[src/hdl/brun_pkg.sv]
package brun_pkg;

  localparam int WORD_BITS    = 64;
  localparam int WORD_IDX_W   = 6;   // bit index inside a map word
  localparam int GROUP_BITS   = 8;   // slots handled per scan step
  localparam int GROUP_IDX_W  = 3;
  localparam int OP_W         = 3;
  localparam int IDX_W        = 10;
  localparam int LEN_W        = 11;
  localparam int ST_W         = 2;
  localparam int WSEL_W       = LEN_W - WORD_IDX_W;  // word index of an 11-bit slot
  localparam int CMP_W        = 17;  // holds the largest map size
  localparam int MAP_BITS_DEF = 1024;

  typedef enum logic [OP_W-1:0] {
    OP_ALLOC      = 3'd0,
    OP_MARK_USED  = 3'd1,
    OP_MARK_FREE  = 3'd2,
    OP_CHECK_USED = 3'd3,
    OP_CHECK_FREE = 3'd4
  } brun_op_e;

  typedef enum logic [ST_W-1:0] {
    ST_OK         = 2'd0,
    ST_NO_SPACE   = 2'd1,
    ST_CHECK_FAIL = 2'd2,
    ST_RANGE      = 2'd3
  } brun_status_e;

  typedef enum logic [2:0] {
    S_CLEAR,
    S_IDLE,
    S_SCAN_RD,
    S_SCAN_GRP,
    S_RUN_RD,
    S_RUN_MOD,
    S_RESP
  } brun_state_e;

  typedef struct packed {
    logic clear;
    logic step;
  } scan_ctl_t;

  typedef struct packed {
    logic                   hit;
    logic [GROUP_IDX_W-1:0] pos;
  } scan_res_t;

endpackage

[src/hdl/brun_if.sv]
interface brun_cmd_if import brun_pkg::*; ();
  logic             valid;
  logic             ready;
  logic [OP_W-1:0]  operation;
  logic [IDX_W-1:0] first_bit;
  logic [IDX_W-1:0] last_bit;
  logic [LEN_W-1:0] run_length;

  modport source (output valid, output operation, output first_bit, output last_bit,
                  output run_length, input ready);
  modport sink   (input valid, input operation, input first_bit, input last_bit,
                  input run_length, output ready);
endinterface

interface brun_rsp_if import brun_pkg::*; ();
  logic             valid;
  logic             ready;
  logic [ST_W-1:0]  status;
  logic [IDX_W-1:0] found_index;

  modport source (output valid, output status, output found_index, input ready);
  modport sink   (input valid, input status, input found_index, output ready);
endinterface

[src/hdl/bitmap_run_allocator_top.sv]
// Channel   Dir  Payload                                          Word accepted when
// cmd_i     in   operation, first_bit, last_bit, run_length      valid && ready
// rsp_o     out  status, found_index                             valid && ready
//
// After reset the map is swept to all free, one word a cycle: MAP_WORDS words
// (16 at the default size) before cmd_i.ready first rises.
// One command at a time. Rejected or trivial commands go straight to S_RESP, which registers the result.
// Allocate: each map word scanned is read, then its slots in the window are checked
// 8 per step by the 8-slot run counter, then each word of the run is read and modified.
// Mark/check: each word touched is read, then modified/written.
// A waiting result does not block cmd_i; a stalled rsp_o holds the next result back.
module bitmap_run_allocator_top import brun_pkg::*; #(
  parameter int MAP_BITS = MAP_BITS_DEF
) (
  input  logic       clk_i,
  input  logic       rst_ni,
  brun_cmd_if.sink   cmd_i,
  brun_rsp_if.source rsp_o
);

  localparam int MAP_WORDS = (MAP_BITS + WORD_BITS - 1) / WORD_BITS;
  localparam int AW        = (MAP_WORDS > 1) ? $clog2(MAP_WORDS) : 1;

  // map port
  logic                  mem_we;
  logic [AW-1:0]         mem_waddr;
  logic [WORD_BITS-1:0]  mem_wdata;
  logic                  mem_re;
  logic [AW-1:0]         mem_raddr;
  logic [WORD_BITS-1:0]  mem_rdata;

  // run counter
  scan_ctl_t             scan_ctl;
  scan_res_t             scan_res;
  logic [GROUP_BITS-1:0] scan_free;
  logic [LEN_W-1:0]      scan_len;

  brun_seq #(
    .MAP_BITS  (MAP_BITS),
    .MAP_WORDS (MAP_WORDS),
    .AW        (AW)
  ) u_seq (
    .clk_i       (clk_i),
    .rst_ni      (rst_ni),
    .cmd_i       (cmd_i),
    .rsp_o       (rsp_o),
    .mem_we_o    (mem_we),
    .mem_waddr_o (mem_waddr),
    .mem_wdata_o (mem_wdata),
    .mem_re_o    (mem_re),
    .mem_raddr_o (mem_raddr),
    .mem_rdata_i (mem_rdata),
    .scan_ctl_o  (scan_ctl),
    .scan_free_o (scan_free),
    .scan_len_o  (scan_len),
    .scan_res_i  (scan_res)
  );

  // free map, 1 = free, registered read
  brun_map #(
    .DEPTH (MAP_WORDS),
    .AW    (AW)
  ) u_map (
    .clk_i   (clk_i),
    .we_i    (mem_we),
    .waddr_i (mem_waddr),
    .wdata_i (mem_wdata),
    .re_i    (mem_re),
    .raddr_i (mem_raddr),
    .rdata_o (mem_rdata)
  );

  // counts the free run 8 slots per step, flags the first slot that completes it
  brun_scan u_scan (
    .clk_i  (clk_i),
    .rst_ni (rst_ni),
    .ctl_i  (scan_ctl),
    .free_i (scan_free),
    .len_i  (scan_len),
    .res_o  (scan_res)
  );

endmodule

[src/hdl/brun_map.sv]
module brun_map import brun_pkg::*; #(
  parameter int DEPTH = 16,
  parameter int AW    = 4
) (
  input  logic                 clk_i,
  input  logic                 we_i,
  input  logic [AW-1:0]        waddr_i,
  input  logic [WORD_BITS-1:0] wdata_i,
  input  logic                 re_i,
  input  logic [AW-1:0]        raddr_i,
  output logic [WORD_BITS-1:0] rdata_o
);

  logic [WORD_BITS-1:0] mem_q [DEPTH];
  logic [WORD_BITS-1:0] rdata_q;

  always_ff @(posedge clk_i) begin
    if (we_i) begin
      mem_q[waddr_i] <= wdata_i;
    end
    if (re_i) begin
      rdata_q <= mem_q[raddr_i];
    end
  end

  assign rdata_o = rdata_q;

endmodule

[src/hdl/brun_scan.sv]
module brun_scan import brun_pkg::*; (
  input  logic                  clk_i,
  input  logic                  rst_ni,
  input  scan_ctl_t             ctl_i,
  input  logic [GROUP_BITS-1:0] free_i,
  input  logic [LEN_W-1:0]      len_i,
  output scan_res_t             res_o
);

  // length of the free run ending just before the current group
  logic [LEN_W-1:0] count_q, count_d;
  logic [LEN_W-1:0] cnt;
  scan_res_t        res;

  always_comb begin
    cnt     = count_q;
    res.hit = 1'b0;
    res.pos = '0;
    for (int i = 0; i < GROUP_BITS; i++) begin
      if (!res.hit) begin
        if (free_i[i]) begin
          cnt = cnt + LEN_W'(1);
          if (cnt == len_i) begin
            res.hit = 1'b1;
            res.pos = GROUP_IDX_W'(i);
          end
        end else begin
          cnt = '0;
        end
      end
    end
    count_d = count_q;
    if (ctl_i.clear) begin
      count_d = '0;
    end else if (ctl_i.step) begin
      count_d = cnt;
    end
  end

  always_ff @(posedge clk_i or negedge rst_ni) begin
    if (!rst_ni) begin
      count_q <= '0;
    end else begin
      count_q <= count_d;
    end
  end

  assign res_o = res;

endmodule

[src/hdl/brun_seq.sv]
module brun_seq import brun_pkg::*; #(
  parameter int MAP_BITS  = MAP_BITS_DEF,
  parameter int MAP_WORDS = (MAP_BITS_DEF + WORD_BITS - 1) / WORD_BITS,
  parameter int AW        = 4
) (
  input  logic                  clk_i,
  input  logic                  rst_ni,
  brun_cmd_if.sink              cmd_i,
  brun_rsp_if.source            rsp_o,
  output logic                  mem_we_o,
  output logic [AW-1:0]         mem_waddr_o,
  output logic [WORD_BITS-1:0]  mem_wdata_o,
  output logic                  mem_re_o,
  output logic [AW-1:0]         mem_raddr_o,
  input  logic [WORD_BITS-1:0]  mem_rdata_i,
  output scan_ctl_t             scan_ctl_o,
  output logic [GROUP_BITS-1:0] scan_free_o,
  output logic [LEN_W-1:0]      scan_len_o,
  input  scan_res_t             scan_res_i
);

  brun_state_e      state_q, state_d;
  logic [OP_W-1:0]  op_q, op_d;
  logic [IDX_W-1:0] first_q, first_d;
  logic [IDX_W-1:0] last_q, last_d;
  logic [LEN_W-1:0] len_q, len_d;
  logic [IDX_W-1:0] slot_q, slot_d;     // base slot of the group being scanned
  logic [WSEL_W-1:0] w_q, w_d;          // word of the run pass
  logic [LEN_W-1:0] rs_q, rs_d;         // run first slot
  logic [LEN_W-1:0] re_q, re_d;         // run last slot
  logic [AW-1:0]    clr_q, clr_d;
  brun_status_e     status_q, status_d;
  logic [IDX_W-1:0] found_q, found_d;
  logic             rsp_valid_q, rsp_valid_d;
  brun_status_e     rsp_status_q, rsp_status_d;
  logic [IDX_W-1:0] rsp_found_q, rsp_found_d;

  logic [AW+WSEL_W-1:0]  run_addr_ext, scan_addr_ext;
  logic [AW-1:0]         run_addr, scan_addr;
  logic [LEN_W-1:0]      sum_len;
  logic                  alloc_oor, run_oor;
  logic [GROUP_BITS-1:0] grp_bits;
  logic [GROUP_BITS-1:0] grp_free;
  logic [LEN_W-1:0]      hit_slot, found_calc;
  logic [WORD_IDX_W-1:0] lo, hi;
  logic [WORD_BITS-1:0]  mask;
  logic                  fail;

  assign run_addr_ext  = {{AW{1'b0}}, w_q};
  assign run_addr      = run_addr_ext[AW-1:0];
  assign scan_addr_ext = {{AW{1'b0}}, 1'b0, slot_q[IDX_W-1:WORD_IDX_W]};
  assign scan_addr     = scan_addr_ext[AW-1:0];

  assign sum_len   = {1'b0, cmd_i.first_bit} + cmd_i.run_length;
  assign run_oor   = CMP_W'(sum_len) > CMP_W'(MAP_BITS);
  assign alloc_oor = (CMP_W'(cmd_i.first_bit) >= CMP_W'(MAP_BITS)) ||
                     (CMP_W'(cmd_i.last_bit) >= CMP_W'(MAP_BITS));

  // current group, slots outside [first, last] read as used
  assign grp_bits = mem_rdata_i[{slot_q[WORD_IDX_W-1:GROUP_IDX_W], 3'b000} +: GROUP_BITS];
  always_comb begin
    for (int i = 0; i < GROUP_BITS; i++) begin
      grp_free[i] = grp_bits[i] &&
        ({slot_q[IDX_W-1:GROUP_IDX_W], GROUP_IDX_W'(i)} >= first_q) &&
        ({slot_q[IDX_W-1:GROUP_IDX_W], GROUP_IDX_W'(i)} <= last_q);
    end
  end

  assign hit_slot   = {1'b0, slot_q[IDX_W-1:GROUP_IDX_W], scan_res_i.pos};
  assign found_calc = hit_slot - len_q + LEN_W'(1);

  // run mask inside the current word
  assign lo   = (w_q == rs_q[LEN_W-1:WORD_IDX_W]) ? rs_q[WORD_IDX_W-1:0] : '0;
  assign hi   = (w_q == re_q[LEN_W-1:WORD_IDX_W]) ? re_q[WORD_IDX_W-1:0] : '1;
  assign mask = ({WORD_BITS{1'b1}} << lo) &
                ({WORD_BITS{1'b1}} >> (WORD_IDX_W'(WORD_BITS - 1) - hi));

  assign scan_free_o = grp_free;
  assign scan_len_o  = len_q;

  always_comb begin
    state_d      = state_q;
    op_d         = op_q;
    first_d      = first_q;
    last_d       = last_q;
    len_d        = len_q;
    slot_d       = slot_q;
    w_d          = w_q;
    rs_d         = rs_q;
    re_d         = re_q;
    clr_d        = clr_q;
    status_d     = status_q;
    found_d      = found_q;
    rsp_valid_d  = rsp_valid_q && !rsp_o.ready;
    rsp_status_d = rsp_status_q;
    rsp_found_d  = rsp_found_q;
    mem_we_o     = 1'b0;
    mem_waddr_o  = run_addr;
    mem_wdata_o  = mem_rdata_i;
    mem_re_o     = 1'b0;
    mem_raddr_o  = run_addr;
    scan_ctl_o   = '0;
    cmd_i.ready  = (state_q == S_IDLE);
    fail         = 1'b0;

    unique case (state_q)
      S_CLEAR: begin
        mem_we_o    = 1'b1;
        mem_waddr_o = clr_q;
        mem_wdata_o = '1;
        if (clr_q == AW'(MAP_WORDS - 1)) begin
          state_d = S_IDLE;
        end else begin
          clr_d = clr_q + AW'(1);
        end
      end
      S_IDLE: begin
        if (cmd_i.valid) begin
          op_d     = cmd_i.operation;
          first_d  = cmd_i.first_bit;
          last_d   = cmd_i.last_bit;
          len_d    = cmd_i.run_length;
          status_d = ST_OK;
          found_d  = '0;
          state_d  = S_RESP;
          unique case (cmd_i.operation) inside
            OP_ALLOC: begin
              if (alloc_oor) begin
                status_d = ST_RANGE;
              end else if (cmd_i.run_length == '0 ||
                           cmd_i.first_bit > cmd_i.last_bit) begin
                status_d = ST_NO_SPACE;
              end else begin
                slot_d           = {cmd_i.first_bit[IDX_W-1:GROUP_IDX_W], 3'b000};
                scan_ctl_o.clear = 1'b1;
                state_d          = S_SCAN_RD;
              end
            end
            OP_MARK_USED, OP_MARK_FREE, OP_CHECK_USED, OP_CHECK_FREE: begin
              if (run_oor) begin
                status_d = ST_RANGE;
              end else if (cmd_i.run_length != '0) begin
                rs_d    = {1'b0, cmd_i.first_bit};
                re_d    = sum_len - LEN_W'(1);
                w_d     = {1'b0, cmd_i.first_bit[IDX_W-1:WORD_IDX_W]};
                state_d = S_RUN_RD;
              end
            end
            default: begin
            end
          endcase
        end
      end
      S_SCAN_RD: begin
        mem_re_o    = 1'b1;
        mem_raddr_o = scan_addr;
        state_d     = S_SCAN_GRP;
      end
      S_SCAN_GRP: begin
        scan_ctl_o.step = 1'b1;
        if (scan_res_i.hit) begin
          rs_d    = found_calc;
          re_d    = hit_slot;
          found_d = found_calc[IDX_W-1:0];
          w_d     = found_calc[LEN_W-1:WORD_IDX_W];
          state_d = S_RUN_RD;
        end else if (slot_q[IDX_W-1:GROUP_IDX_W] == last_q[IDX_W-1:GROUP_IDX_W]) begin
          status_d = ST_NO_SPACE;
          state_d  = S_RESP;
        end else begin
          slot_d = slot_q + IDX_W'(GROUP_BITS);
          if (slot_d[WORD_IDX_W-1:GROUP_IDX_W] == '0) begin
            state_d = S_SCAN_RD;
          end
        end
      end
      S_RUN_RD: begin
        mem_re_o = 1'b1;
        state_d  = S_RUN_MOD;
      end
      S_RUN_MOD: begin
        unique case (op_q)
          OP_CHECK_USED: fail = |(mem_rdata_i & mask);
          OP_CHECK_FREE: fail = |(~mem_rdata_i & mask);
          OP_MARK_FREE: begin
            mem_we_o    = 1'b1;
            mem_wdata_o = mem_rdata_i | mask;
          end
          default: begin
            mem_we_o    = 1'b1;
            mem_wdata_o = mem_rdata_i & ~mask;
          end
        endcase
        if (fail) begin
          status_d = ST_CHECK_FAIL;
          state_d  = S_RESP;
        end else if (w_q == re_q[LEN_W-1:WORD_IDX_W]) begin
          state_d = S_RESP;
        end else begin
          w_d     = w_q + WSEL_W'(1);
          state_d = S_RUN_RD;
        end
      end
      S_RESP: begin
        if (!rsp_valid_q || rsp_o.ready) begin
          rsp_valid_d  = 1'b1;
          rsp_status_d = status_q;
          rsp_found_d  = found_q;
          state_d      = S_IDLE;
        end
      end
      default: state_d = S_IDLE;
    endcase
  end

  always_ff @(posedge clk_i or negedge rst_ni) begin
    if (!rst_ni) begin
      state_q     <= S_CLEAR;
      clr_q       <= '0;
      rsp_valid_q <= 1'b0;
    end else begin
      state_q     <= state_d;
      clr_q       <= clr_d;
      rsp_valid_q <= rsp_valid_d;
    end
  end

  always_ff @(posedge clk_i) begin
    op_q         <= op_d;
    first_q      <= first_d;
    last_q       <= last_d;
    len_q        <= len_d;
    slot_q       <= slot_d;
    w_q          <= w_d;
    rs_q         <= rs_d;
    re_q         <= re_d;
    status_q     <= status_d;
    found_q      <= found_d;
    rsp_status_q <= rsp_status_d;
    rsp_found_q  <= rsp_found_d;
  end

  assign rsp_o.valid       = rsp_valid_q;
  assign rsp_o.status      = rsp_status_q;
  assign rsp_o.found_index = rsp_found_q;

`ifndef NO_ASSERTIONS
  a_we_only_mark : assert property (@(posedge clk_i) disable iff (!rst_ni)
    mem_we_o |-> (state_q == S_CLEAR) ||
                 (state_q == S_RUN_MOD && op_q != OP_CHECK_USED && op_q != OP_CHECK_FREE))
    else $error("map written outside clear or marking");

  a_hit_in_window : assert property (@(posedge clk_i) disable iff (!rst_ni)
    (state_q == S_SCAN_GRP && scan_res_i.hit) |->
      (found_calc >= {1'b0, first_q}) && (hit_slot <= {1'b0, last_q}))
    else $error("allocated run outside scan window");

  a_run_bound : assert property (@(posedge clk_i) disable iff (!rst_ni)
    (state_q == S_RUN_RD) |-> (w_q <= re_q[LEN_W-1:WORD_IDX_W]))
    else $error("run pass went past its last word");

  a_rsp_from_resp : assert property (@(posedge clk_i) disable iff (!rst_ni)
    $rose(rsp_valid_q) |-> $past(state_q) == S_RESP)
    else $error("response raised outside result state");
`endif

endmodule
[src/flat_wrapper.sv]
// flat-port wrapper written by rule: the top's interface ports become plain ports
module bitmap_run_allocator_top_flat import brun_pkg::*;
#(
  parameter int MAP_BITS = MAP_BITS_DEF
)
  (clk_i, rst_ni, cmd_i_valid, cmd_i_operation, cmd_i_first_bit, cmd_i_last_bit, cmd_i_run_length, cmd_i_ready, rsp_o_valid, rsp_o_status, rsp_o_found_index, rsp_o_ready);
  brun_cmd_if cmd_i_i ();
  brun_rsp_if rsp_o_i ();
  input  logic clk_i;
  input  logic rst_ni;
  input wire logic [$bits(cmd_i_i.valid)-1:0] cmd_i_valid;
  input wire logic [$bits(cmd_i_i.operation)-1:0] cmd_i_operation;
  input wire logic [$bits(cmd_i_i.first_bit)-1:0] cmd_i_first_bit;
  input wire logic [$bits(cmd_i_i.last_bit)-1:0] cmd_i_last_bit;
  input wire logic [$bits(cmd_i_i.run_length)-1:0] cmd_i_run_length;
  output wire logic [$bits(cmd_i_i.ready)-1:0] cmd_i_ready;
  output wire logic [$bits(rsp_o_i.valid)-1:0] rsp_o_valid;
  output wire logic [$bits(rsp_o_i.status)-1:0] rsp_o_status;
  output wire logic [$bits(rsp_o_i.found_index)-1:0] rsp_o_found_index;
  input wire logic [$bits(rsp_o_i.ready)-1:0] rsp_o_ready;
  assign cmd_i_i.valid = cmd_i_valid;
  assign cmd_i_i.operation = cmd_i_operation;
  assign cmd_i_i.first_bit = cmd_i_first_bit;
  assign cmd_i_i.last_bit = cmd_i_last_bit;
  assign cmd_i_i.run_length = cmd_i_run_length;
  assign cmd_i_ready = cmd_i_i.ready;
  assign rsp_o_valid = rsp_o_i.valid;
  assign rsp_o_status = rsp_o_i.status;
  assign rsp_o_found_index = rsp_o_i.found_index;
  assign rsp_o_i.ready = rsp_o_ready;
  bitmap_run_allocator_top #(.MAP_BITS(MAP_BITS)) u_core (.clk_i(clk_i), .rst_ni(rst_ni), .cmd_i(cmd_i_i), .rsp_o(rsp_o_i));
endmodule
[config.mk]
export PLATFORM = sky130hd
export DESIGN_NAME = bitmap_run_allocator_top_flat
export DESIGN_NICKNAME = d
export VERILOG_FILES = /design/src/hdl/brun_pkg.sv /design/src/hdl/brun_if.sv /design/src/hdl/bitmap_run_allocator_top.sv /design/src/hdl/brun_map.sv /design/src/hdl/brun_scan.sv /design/src/hdl/brun_seq.sv /design/src/flat_wrapper.sv
export SDC_FILE = /design/constraint.sdc
export NUM_CORES = 2
export LEC_CHECK = 0
export BUFFER_PORTS_ARGS = -buffer_cell sky130_fd_sc_hd__clkbuf_2
export CAP_MARGIN = 0
export CORE_UTILIZATION = 45
export CTS_CLUSTER_DIAMETER = 80
export CTS_CLUSTER_SIZE = 10
export DETAILED_ROUTE_END_ITERATION = 7
export SLEW_MARGIN = 20
export SYNTH_ARGS = -nofsm -noshare
export SYNTH_HDL_FRONTEND = slang
export SYNTH_SLANG_ARGS = --single-unit
[constraint.sdc]
create_clock -name clk_i -period 16.1 [get_ports clk_i]
set_input_delay 2.415 -clock clk_i [delete_from_list [all_inputs] [get_ports clk_i]]
set_output_delay 2.415 -clock clk_i [all_outputs]
set_load 0.01 [all_outputs]
; ---- After elaboration in Yosys (flattened, before gate mapping)
; Memories as Yosys holds them, arrays and structs flattened. A register that Yosys moved wholly into a read port is not among the register bits.
; Cells that the tools add are included.
[classes]
eq_ne = 41
bitwise_logic = 8
shift = 3
reduce_logical = 43
order_cmp = 18
addsub = 16
muxes = 110
[op_table]
columns = op, count
row1 = 2-to-1 mux 11 bit, 27
row2 = AND 64 bit, 4
row3 = case mux 64 bit (2 select lines), 2
row4 = inverter 64 bit, 2
row5 = OR reduction 64 bit, 2
row6 = 2-to-1 mux 4 bit, 25
row7 = "adder 11 x 1 -> 11 bit, second input constant", 9
row8 = == test 11 bit, 8
row9 = >= comparator 10 bit, 8
row10 = <= comparator 10 bit, 8
row11 = 2-to-1 mux 10 bit, 7
row12 = OR 64 bit, 1
row13 = variable part select 64 x 7 -> 8 bit, 1
row14 = "left shift 64 x 6 -> 64 bit, first input constant", 1
row15 = ">> shifter 64 x 6 -> 64 bit, first input constant", 1
row16 = case mux 11 bit (2 select lines), 2
row17 = case mux 10 bit (2 select lines), 2
row18 = 2-to-1 mux 5 bit, 7
row19 = "!= test 2 bit, second input constant", 11
row20 = 2-to-1 mux 3 bit, 7
row21 = case mux 3 bit (7 select lines), 1
row22 = "== test 3 x 2 -> 1 bit, second input constant", 6
row23 = 2-to-1 mux 2 bit, 9
row24 = logical AND 1 bit, 17
row25 = other kinds (39), 71
[word_totals]
input_bits = 38
wordCells = 256
ff_bits = 114
output_inout_bits = 14
ram_bits = 1024
n_memories = 1
[memory_table]
columns = memory, words, word_bits, read_ports, rd_clocked_by_memory_dff, wr, line
row1 = u_core.u_map.mem_q, 16, 64, 1, 1, 1, brun_map.sv:14  ; logic [WORD_BITS-1:0] mem_q [DEPTH];

; ---- Longest topological paths before layout
[depth]
ltp_word = 31
depth_mapped = 65

; ---- Hierarchy
; Synthesis repeated with hierarchy kept, for this count alone.
[unflattened]
hier_cells = 4063
area_unflattened_um2 = 58785.1
[modules_own_cells]
columns = module, n_inst, seq_area_each_um2, area_per_inst_um2, cells_per_inst
row1 = brun_map, 1, 32671.3, 40222.3, 1647
row2 = brun_seq, 1, 2962.8, 10367.4, 1253
row3 = brun_scan, 1, 275.3, 8195.4, 1163

; ---- Worst setup path after synthesis
; Ideal clock, no wire load.
[synth_timing]
path_type = register to register
startpoint = reg u_core.u_seq.slot_q[9]
endpoint = reg u_core.u_seq.w_q[3], data pin
arrival_time_ps = 12220
stages_incl_launch_ff = 61
slack_ps = 3609
synth_period_minus_slack_ps = 12491
path_buffers = 5
path_cell_list = edfxtp_1 > ha_1 > nand4_4 > nor4_2 > a21oi_1 > nor3_2 > ha_1 > clkbuf_1 > xnor2_1 > o31a_1 > o221ai_1 > a2111oi_1 > o221a_2 > nand4_1 > o31a_2 > mux2_2 > and2_1 > buf_4 > (+25 left out) > xnor2_1 > nand4_2 > nor4_2 > a211oi_1 > ha_1 > inv_1 > ha_1 > fa_1 > a21o_1 > a21o_1 > a21oi_1 > nor2_1 > nor2_1 > o21bai_1 > a21oi_1 > xnor2_1 > nand2_1 > o211ai_1
[synth_between]
elab_chain_len = 31
[synth_lines]
columns = item, line
row1 = "start, declared", brun_seq.sv:27  ; logic [IDX_W-1:0] slot_q, slot_d;
row2 = "start signal, assigned", brun_seq.sv:233  ; slot_q <= slot_d;
row3 = >= comparator 10 bit, brun_seq.sv:64  ; ({slot_q[IDX_W-1:GROUP_IDX_W], GROUP_IDX_W'(i)} >= first_q) &&
row4 = logical AND 1 bit, brun_seq.sv:63  ; grp_free[i] = grp_bits[i] &&
row5 = logical AND 1 bit, brun_seq.sv:64
row6 = 2-to-1 mux 11 bit, brun_scan.sv:21  ; if (free_i[i]) begin
row7 = adder 11 x 1 -> 11 bit, brun_scan.sv:22  ; cnt = cnt + LEN_W'(1);
row8 = 2-to-1 mux 11 bit / == test 11 bit (equally long branches), "brun_scan.sv:21, brun_scan.sv:23"
row9 = 2-to-1 mux 11 bit / 2-to-1 mux 4 bit (equally long branches), "brun_scan.sv:20, brun_scan.sv:23"
row10 = adder 11 x 1 -> 11 bit / 2-to-1 mux 4 bit (equally long branches), "brun_scan.sv:22, brun_scan.sv:21"
row11 = (+16 left out), -
row12 = 2-to-1 mux 4 bit, brun_scan.sv:23  ; if (cnt == len_i) begin
row13 = 2-to-1 mux 4 bit, brun_scan.sv:21
row14 = 2-to-1 mux 4 bit, brun_scan.sv:20  ; if (!res.hit) begin
row15 = subtractor 10 x 11 -> 11 bit (*), brun_seq.sv:70  ; assign found_calc = hit_slot - len_q + LEN_W'(1);
row16 = adder 11 x 1 -> 11 bit (*), brun_seq.sv:70
row17 = 2-to-1 mux 5 bit (*), brun_seq.sv:161  ; if (scan_res_i.hit) begin
row18 = case mux 5 bit (3 select lines) (*), brun_seq.sv:106  ; unique case (state_q)
row19 = named net u_core.u_seq.w_d[3], brun_seq.sv:28  ; logic [WSEL_W-1:0] w_q, w_d;
row20 = "end signal, assigned", brun_seq.sv:234  ; w_q <= w_d;
row21 = "end, declared", brun_seq.sv:28
; The timed path passes the listed nets; every way through them passes the cells marked *. The select of a mux whose other input is x is not followed.
; A chain may end at the register's enable or synchronous reset.

; ---- Worst setup path in the final report
; Same ends and word-level chain as after synthesis.

==> flow_summary.toml <==
[synthesis]
ys_seq_area_share_pct = 60.2
yosysWarnings = 0
synthDistinctLibCells = 129
synth-edff-count = 1180
synth_area_mm2 = 0.0596
synth.avg_cell_area_um2 = 13.8
ys.flop_type = "edfxtp_1"
syn_inst = 4318
ys_ff_latch = 1199
syn_nets = 4425
synthArstFlopShare_pct = 1.58

[critical_path]
path_max_fanout = 11
end_kind = "register"
cp-startpoint = "u_core.u_seq.slot_q[9]"
crit_required_ps = 16580
max_stage_delay_ps = 610
path_class = "reg2reg"
worstReg2RegStart = "u_core.u_seq.slot_q[9]"
cp.arrival_ps = 15390
worstSetupStartpointType = "register"
critPathSlowestCell = "or4_4"

[global_route]
grtUsageMet2_pct = 42.2
grt_max_degree = 85
grt_remaining_overflow = 0
busiest_layer = "met2"
grt_pass1_wl_um = 276000
grt_pass1_vias = 39000
grt_use_total_pct = 28.1
antenna_found_initial = 16
met1_usage_pct = 41.7
met3_usage_pct = 4.32

[routing]
drt_pass1_iterations = 5
via_count = 40900
ant_nets = 0
avgRoutedWirePerCell_um = 30.8
vias_per_cell = 6.59
wirelength_um = 191000
first_iter_violations = 5167
drc = 0

[die]
start_util_pct = 45.3
num_io_pins = 52
fp.dieW_um = 366
die_y_um = 366
core_mm2 = 0.131
die_area_mm2 = 0.134
row_count = 133

[sta]
clock_skew_ps = 41.9
tightest_slew_ps = 1140
fin_crit_sh_pct = 92.6
hold_violations = 0
min_period_ps = 14910
finalSetupViolCount = 0
fmax_ghz = 0.0671
tns_ps = 0
hold_ws_ps = 407
relSlewSlack_pct = 23.8
rsz0062_at_grt = "no"
slew_violations = 0

[flow_run]
max-cap-violations = 0

[layout]
area_growth_pct = 11.3
drive_gt1_share_pct = 17.8
mostFrequentLayoutCells = "edfxtp_1 (1180), nand2_1 (353), mux4_2 (273), nor2_1 (203), a21oi_1 (177)"
nFillCells = 11200
post-route-cell-area_mm2 = 0.0663
final-seq-area_mm2 = 0.0359
multi_input_area_mm2 = 0.0225
final_common_cell = "edfxtp_1"
final_nets = 4517

[power]
p_leak_uw = 0.0214
power_density_mw_per_mm2 = 179
ir_drop_uv = 114

[clock_network]
clk_path_buf_depth = 3
numCtsBuffers = 138
cts.sink_count = 1199
path_clk_slew_ps = 60
post_cts.repair.setup_buffers = 0
htree_levels = 4
ctsHoldBuffers = 0
cts_tree = "done"
clockRootBuffer = "clkbuf_16"
clock_latency_ps = 780

[placed_design]
finalWeightedCongestion = 1.00
dpl_cell_area_mm2 = 0.0624
port_buffers = 51
dp_hpwl_um = 122000

[worst_hold_path]
hold_class = "reg2reg"
hold_start = "u_core.u_seq.found_q[1]"

[outcome]
status = "complete, no violations"
## metal layers
metal / vias up / part of all wire [%]
met5: - / 0.022
met3: 365 / 8.2
met4: 6 / 3.3
met1: 21000 / 44
met2: 2089 / 45
li1: 17500 / -
## kinds of logic after synthesis
kind of cell    after synthesis  share of synthesized area (%)
flops                      1199                           60.2
mux                         312                           11.0
xor+xnor                    137                           2.14
simple gates               1190                           10.2
fa+ha+maj                    69                           1.47
compound gates             1034                           12.5
buf+inv                     377                           2.51
## cells in the mapped netlist, types with 33 or more instances
cell	instances	share of area, %
nand2_1	353	2.2
o21ai_0	155	1.3
edfxtp_1	1180	59
xnor2_1	91	1.3
o211ai_1	50	0.63
and2_1	89	0.93
nor3_1	112	0.94
mux4_2	273	10
ha_1	67	1.4
and3_1	44	0.46
clkbuf_1	163	1.0
buf_2	39	0.33
nor4_1	50	0.52
a21o_1	33	0.42
a31oi_1	97	1.0
nor2_1	221	1.4
a211oi_1	98	1.2
xor2_1	39	0.57
nand4_1	33	0.35
inv_1	122	0.77
o22ai_1	52	0.55
nand3_1	110	0.92
a21oi_1	182	1.5
buf_1	38	0.24
## worst paths after layout
path	endpoint	slack, ps	depth (start not counted)
worst min register to register	u_core.u_seq.rsp_o.found_index[1]	410	0
min in group asynchronous	u_core.u_scan.count_q[8]	1660	1
worst max register to register	u_core.u_seq.w_q[3]	1190	57
worst max-delay path	u_core.u_seq.w_q[3]	1190	57
max in group asynchronous	u_core.u_seq.rsp_o.valid	13960	1
worst min-delay path	u_core.u_seq.rsp_o.found_index[1]	410	0
## power breakdown
part	internal [uW]	leakage [uW]	switching (uW)
Clock	1560	0.00186	1200
Combinational	1250	0.00878	2720
Sequential	4830	0.0108	296
Total	7640	0.0214	4220
## timing repair
| item | in CTS | in global routing |
|---|---|---|
| setup endpoints to repair | 0 | 1 |
| gates resized for setup | 0 | 1 |
| hold endpoints to repair | 0 | 0 |
## registers in the layout, indices dropped and copies added (netlist names)
register,flops
u_core.u_seq.rsp_o.found_index,10
u_core.u_seq.op_q,3
u_core.u_seq.re_q,11
u_core.u_seq.rsp_o.status,2
u_core.u_seq.clr_q,4
u_core.u_seq.state_q,3
u_core.u_seq.status_q,2
u_core.u_scan.count_q,11
u_core.u_seq.found_q,10
u_core.u_seq.last_q,10
u_core.u_map.rdata_o,64
u_core.u_map.mem_q,1024
u_core.u_seq.scan_len_o,11
u_core.u_seq.w_q,5
u_core.u_seq.slot_q,7
u_core.u_seq.rs_q,11
u_core.u_seq.rsp_o.valid,1
u_core.u_seq.first_q,10
## layout make-up
cell class | instances | share of cell area (%)
Antenna cell | 10 | 0.0377
Clock buffer | 164 | 5.35
Clock inverter | 17 | 0.438
Inverter | 129 | 0.730
Multi-Input combinational cell | 2742 | 33.9
Sequential cell | 1199 | 54.1
Tap cell | 1755 | 3.31
Timing Repair Buffer | 200 | 2.12
## metrics by stage
step | setup slack [ps] | power (uW) | util [%] | instances
after floorplan | 3610 | 7500 | - | 4318
after global placement | 1660 | 9010 | 47.4 | 6008
after detailed placement | 1310 | 9090 | 47.4 | 6014
after CTS | 1240 | 11900 | 50.4 | 6195
after global routing | 196 | 12300 | 50.5 | 6214
final | 1190 | 11900 | 50.5 | 6216
## worst max-delay path, delay by kind of cell (launching register included)
kind / cells / cell delay, ps
AO/OA/AOI/OAI: 20 / 4990
XOR/XNOR: 5 / 750
adder cells (fa/ha/maj): 7 / 2700
buffers and inverters: 3 / 360
flip-flops: 1 / 540
multiplexers: 1 / 350
AND/OR/NAND/NOR: 21 / 4830
No activity file was read; power rests on OpenSTA's default activity.
